**src/sv/neps_pkg.sv**
```systemverilog
// Package for the nearest edge pixel search unit.
// Holds the sizing constants, the transfer and control structs and the state codes.
// Has no dependencies; every other file of the block but neps_ram imports it.
package neps_pkg;

    localparam int MAX_COLS      = 512;
    localparam int MAX_ROWS      = 512;
    localparam int SEARCH_RADIUS = 5;

    localparam int POS_W  = 9;
    localparam int SIZE_W = 10;
    localparam int CRD_W  = POS_W + 2;
    localparam int MAG_W  = CRD_W - 1;

    localparam int POS_LIMIT = 2 ** POS_W;
    localparam int COLS_LIM  = (MAX_COLS < POS_LIMIT) ? MAX_COLS : POS_LIMIT;
    localparam int ROWS_LIM  = (MAX_ROWS < POS_LIMIT) ? MAX_ROWS : POS_LIMIT;

    localparam int MAP_DEPTH = MAX_COLS * MAX_ROWS;
    localparam int MAP_AW    = $clog2(MAP_DEPTH);

    localparam int RW   = $clog2(SEARCH_RADIUS + 1);
    localparam int KW   = $clog2(2 * SEARCH_RADIUS);
    localparam int DX_W = $clog2(SEARCH_RADIUS + 1) + 1;
    localparam int D_W  = $clog2(2 * SEARCH_RADIUS * SEARCH_RADIUS + 1);

    localparam logic [SIZE_W-1:0] RESET_COLS = SIZE_W'(512);
    localparam logic [SIZE_W-1:0] RESET_ROWS = SIZE_W'(512);

    localparam logic REG_IMAGE_COLS = 1'b0;
    localparam logic REG_IMAGE_ROWS = 1'b1;

    typedef enum logic {
        OP_WRITE = 1'b0,
        OP_QUERY = 1'b1
    } op_t;

    typedef enum logic [1:0] {
        SIDE_RIGHT = 2'd0,
        SIDE_DOWN  = 2'd1,
        SIDE_LEFT  = 2'd2,
        SIDE_UP    = 2'd3
    } side_t;

    typedef enum logic [1:0] {
        ST_IDLE   = 2'd0,
        ST_SCAN   = 2'd1,
        ST_FLUSH  = 2'd2,
        ST_REPORT = 2'd3
    } state_t;

    typedef struct packed {
        op_t              operation;
        logic [POS_W-1:0] pos_x;
        logic [POS_W-1:0] pos_y;
        logic             edge_bit;
    } item_t;

    typedef struct packed {
        logic             found;
        logic [POS_W-1:0] nearest_x;
        logic [POS_W-1:0] nearest_y;
    } result_t;

    typedef struct packed {
        logic write;
        logic load;
        logic step;
    } ctl_t;

    typedef struct packed {
        logic last;
    } stat_t;

endpackage

```
**src/sv/neps_ctrl.sv**
```systemverilog
// Controller state machine of the nearest edge pixel search unit.
// Depends on neps_pkg; drives the datapath through ctl_t and watches stat_t.
module neps_ctrl (
    input  logic            clk,
    input  logic            rst_n,
    input  logic            start,
    input  neps_pkg::op_t   operation,
    input  neps_pkg::stat_t stat,
    output neps_pkg::ctl_t  ctl,
    output logic            busy,
    output logic            done
);
    import neps_pkg::*;

    state_t state_reg;
    state_t state_next;

    always_ff @(posedge clk or negedge rst_n)
    begin
        if (!rst_n)
        begin
            state_reg <= ST_IDLE;
        end
        else
        begin
            state_reg <= state_next;
        end
    end

    always_comb
    begin
        state_next = state_reg;
        case (state_reg)
            ST_IDLE:
            begin
                if (start && operation == OP_QUERY)
                begin
                    state_next = ST_SCAN;
                end
            end
            ST_SCAN:
            begin
                if (stat.last)
                begin
                    state_next = ST_FLUSH;
                end
            end
            ST_FLUSH:  state_next = ST_REPORT;
            ST_REPORT: state_next = ST_IDLE;
            default:   state_next = ST_IDLE;
        endcase
    end

    always_comb
    begin
        ctl   = '0;
        busy  = 1'b1;
        done  = 1'b0;
        case (state_reg)
            ST_IDLE:
            begin
                busy      = 1'b0;
                ctl.write = start && operation == OP_WRITE;
                ctl.load  = start && operation == OP_QUERY;
            end
            ST_SCAN:   ctl.step = 1'b1;
            ST_FLUSH:  ctl.step = 1'b0;
            ST_REPORT: done     = 1'b1;
            default:   busy     = 1'b1;
        endcase
    end

endmodule

```
**config.mk**
```make
export PLATFORM = sky130hd
export DESIGN_NAME = neps_ctrl
export DESIGN_NICKNAME = d
export VERILOG_FILES = /design/src/sv/neps_pkg.sv /design/src/sv/neps_ctrl.sv
export SDC_FILE = /design/constraint.sdc
export NUM_CORES = 1
export LEC_CHECK = 0
export BUFFER_PORTS_ARGS = -buffer_cell sky130_fd_sc_hd__buf_2
export CORE_AREA = 2 2 39 41
export CTS_CLUSTER_DIAMETER = 60
export CTS_CLUSTER_SIZE = 16
export DETAILED_ROUTE_END_ITERATION = 12
export DIE_AREA = 0 0 41 43
export PLACE_DENSITY = 0.41
export SLEW_MARGIN = 20
export SYNTH_ARGS = -nofsm -noshare
export SYNTH_HDL_FRONTEND = slang
export SYNTH_SLANG_ARGS = --single-unit
```
**constraint.sdc**
```tcl
create_clock -name clk -period 1.3 [get_ports clk]
set_clock_uncertainty 0.1 [all_clocks]
set_input_delay 0.195 -clock clk [delete_from_list [all_inputs] [get_ports clk]]
set_output_delay 0.195 -clock clk [all_outputs]
set_load 0.1 [all_outputs]
```
==> impl_metrics.csv <==
group,metric,value,unit
logic_synthesis,synth.top_cells.by_count,"5 x sky130_fd_sc_hd__ha_1, 3 x sky130_fd_sc_hd__inv_1, 2 x sky130_fd_sc_hd__dfrtp_1, 2 x sky130_fd_sc_hd__nand2_1, 2 x sky130_fd_sc_hd__nor2_1",
timing,rsz_0062_raised_after_global_routing,"yes",
drt,finalWirelength,468,um
drt,iteration_0_drc_count_of_the_detailed_router,1,
critical_path,crit_start_category,"flop",
drt,ant_nets,0,
clock_tree,clock_pin_transition_on_the_worst_setup_and_hold_timing_paths,0.03,ns
drt,vias,213,
timing,timing.max_slew.rel_slack,0.9114,
critical_path,crit_type,"flop to output pin",
global_routing,antenna_found_initial,0,
clock_tree,root_buffer,"sky130_fd_sc_hd__clkbuf_4",
logic_synthesis,yosysSeqAreaShare,0.2721,
timing,finalSetupViolations,7,
timing,max_freq,0.6577,GHz
logic_synthesis,synthArstFlopShare,1.000,
logic_synthesis,synth_area_leader_cell,"sky130_fd_sc_hd__ha_1",
logic_synthesis,yosysMostFrequentCell,"sky130_fd_sc_hd__ha_1",
die,dieWidth,41,um
global_routing,global_route.overflow_total,0,
drt,avgRoutedWirePerCell,7.932,um
clock_tree,max_clock_buf_depth,2,
drt,route.detailed.vias_per_inst,3.610,
critical_path,crit_required,1.00,ns
cells_and_area,synthToLayoutAreaGrowth,180.3,%
die,top_level_ports,10,
logic_synthesis,post-synth-top-area-fraction,0.3401,
global_routing,wire_length_of_the_first_global_routing_pass,848,um
critical_path,critPathMaxStageDelay,0.38,ns
global_routing,track_usage,0.07222,
flow_run,maxCapViolations,0,
critical_path,worst_path_max_delay_cell,"sky130_fd_sc_hd__dfrtp_1",
logic_synthesis,area_contributors_post_synth,"sky130_fd_sc_hd__ha_1 34%, sky130_fd_sc_hd__dfrtp_1 27%, sky130_fd_sc_hd__inv_1 6.1%",
logic_synthesis,netlist_area,183.9,sq um
cells_and_area,number_of_flip_flops_under_the_largest_register_name,2,
run_status,failed_checks,"setup timing",
logic_synthesis,synthesis.area_per_instance,9.680,sq um
die,dieArea,1763,sq um
drt,drt_first_pass_iters,2,
worst_hold_path,worstHoldPathType,"input port to asynchronous set/reset pin",
run_status,outcome,"finished with violations",
timing,fin_worst_hold_slack,0.1914,ns
logic_synthesis,yosys_most_used_dff,"sky130_fd_sc_hd__dfrtp_1",
clock_tree,tritoncts_num_sinks,2,
timing,worst_slew_pin_slew,0.1292,ns
cells_and_area,antenna_cells_inserted,0,
die,core_area,1384,sq um
timing,layout_min_cycle_time,1.520,ns
logic_synthesis,syn-num-nets,29,
clock_tree,ctsHtreeMaxLevel,1,
critical_path,cp_cell_sequence,"inv_2 -> ha_4 -> and3_4 -> buf_12",
timing,final_max_slew_viol_count,0,
logic_synthesis,synth_cells,19,
timing,min_period_over_period,1.170,
placed_design,count_of_input_and_output_buffers,9,
timing,layout_setup_ws,-0.2204,ns
critical_path,worst_setup_path_end_kind,"output pin",
logic_synthesis,warnings_synthesis,0,
cells_and_area,fin_nets,55,
global_routing,grt_max_degree,5,
die,initial_core_util,0.1329,
clock_tree,insertion_delay,0.22,ns
logic_synthesis,netlist-cell-type-count,10,
placed_design,place.gp.congestion,0.6732,
drt,drc,0,
clock_tree,cts_made_buffers,3,
logic_synthesis,synth-edff-count,0,
cells_and_area,seq_area,50.05,sq um
critical_path,timing.critical_path.fanout_max,4,
die,placementRows,14,
clock_tree,tritoncts,"yes",
cells_and_area,filler_cell_count,134,
timing,timing.final.hold_violations,0,
cells_and_area,final_core_utilization,0.3725,
die,fp.dieH,43,um
logic_synthesis,ys_seq_elements,2,
cells_and_area,final_layout_size_suffix_gt1_frac,0.8140,
cells_and_area,multi_input_comb_area,183.9,sq um
critical_path,worst-endpoint-arrival,1.23,ns
global_routing,number_of_global_route_vias_before_repair,230,
metal layers:
layer / share of wire / global-route usage / vias up
li1: - / - / 109
met5: 0 / 0 / -
met2: 0.52 / 0.1125 / 9
met3: 0.090 / 0.03141 / 0
met1: 0.39 / 0.07692 / 95
met4: 0 / 0.04000 / 0
critical path, delay by kind of cell, from the launching register on:
family                     cells  cell delay [ns]
buffers and inverters          2             0.27
adders and majority gates      1             0.17
DFF                            1             0.38
and+or+nand+nor                1             0.19
placed cells by master (no fill, tap or decap), types with 2 or more instances in the layout:
cell                       n
sky130_fd_sc_hd__buf_12    5
sky130_fd_sc_hd__buf_2     4
sky130_fd_sc_hd__buf_4     8
sky130_fd_sc_hd__buf_6     3
sky130_fd_sc_hd__clkbuf_4  3
sky130_fd_sc_hd__dfrtp_1   2
sky130_fd_sc_hd__ha_1      2
sky130_fd_sc_hd__ha_4      3
sky130_fd_sc_hd__inv_2     2
final timing paths:
check,from,end,slack [ns],cells past startpoint
worst min register to register,state_reg[0],state_reg[0],0.61,3
min in group clk,start,state_reg[1],0.35,4
worst max-delay path,state_reg[1],ctl[1],-0.22,4
max in group asynchronous,rst_n,state_reg[0],0.81,2
worst max register to register,state_reg[1],state_reg[1],-0.17,6
worst min-delay path,rst_n,state_reg[1],0.19,2
timing repair:
item                                    in CTS  in global routing
endpoints found under the setup margin       7                  7
resized for setup                            7                  1
pin swaps                                    2                  0
hold buffers                                 1                  0
setup buffers                                5                  0
hold endpoints to repair                     2                  0
through the flow:
step / cell area, sq um / TNS (ns) / setup slack, ns / std cells
4_1_cts: 511.7 / -1.286 / -0.2138 / 59
6_report: 515.5 / -1.218 / -0.2204 / 59
3_5_place_dp: 411.6 / -0.3337 / -0.1150 / 50
5_1_grt: 515.5 / -1.569 / -0.2638 / 59
3_3_place_gp: 411.6 / -0.2024 / -0.09556 / 50
2_1_floorplan: 226.5 / -1.121 / -0.3075 / 19
kinds of logic (layout without fill, tap and decap cells):
logic type	after synthesis	count (layout)	share of synthesized area
mux	2	2	0.1156
flops	2	2	0.2721
fa+ha+maj	5	5	0.3401
buf+inv	3	27	0.06122
compound gates	1	1	0.04763
simple gates	6	6	0.1633
area by class of cell:
type	instances	share of cell area
inverter	3	0.02913
tap	16	0.03883
multi-input combinational	14	0.3568
clock buffer	3	0.04369
timing repair buffer	21	0.4345
sequential	2	0.09709
Power is not shown: default switching activity piles up to over one toggle a cycle in this logic, so the estimate is an artifact.
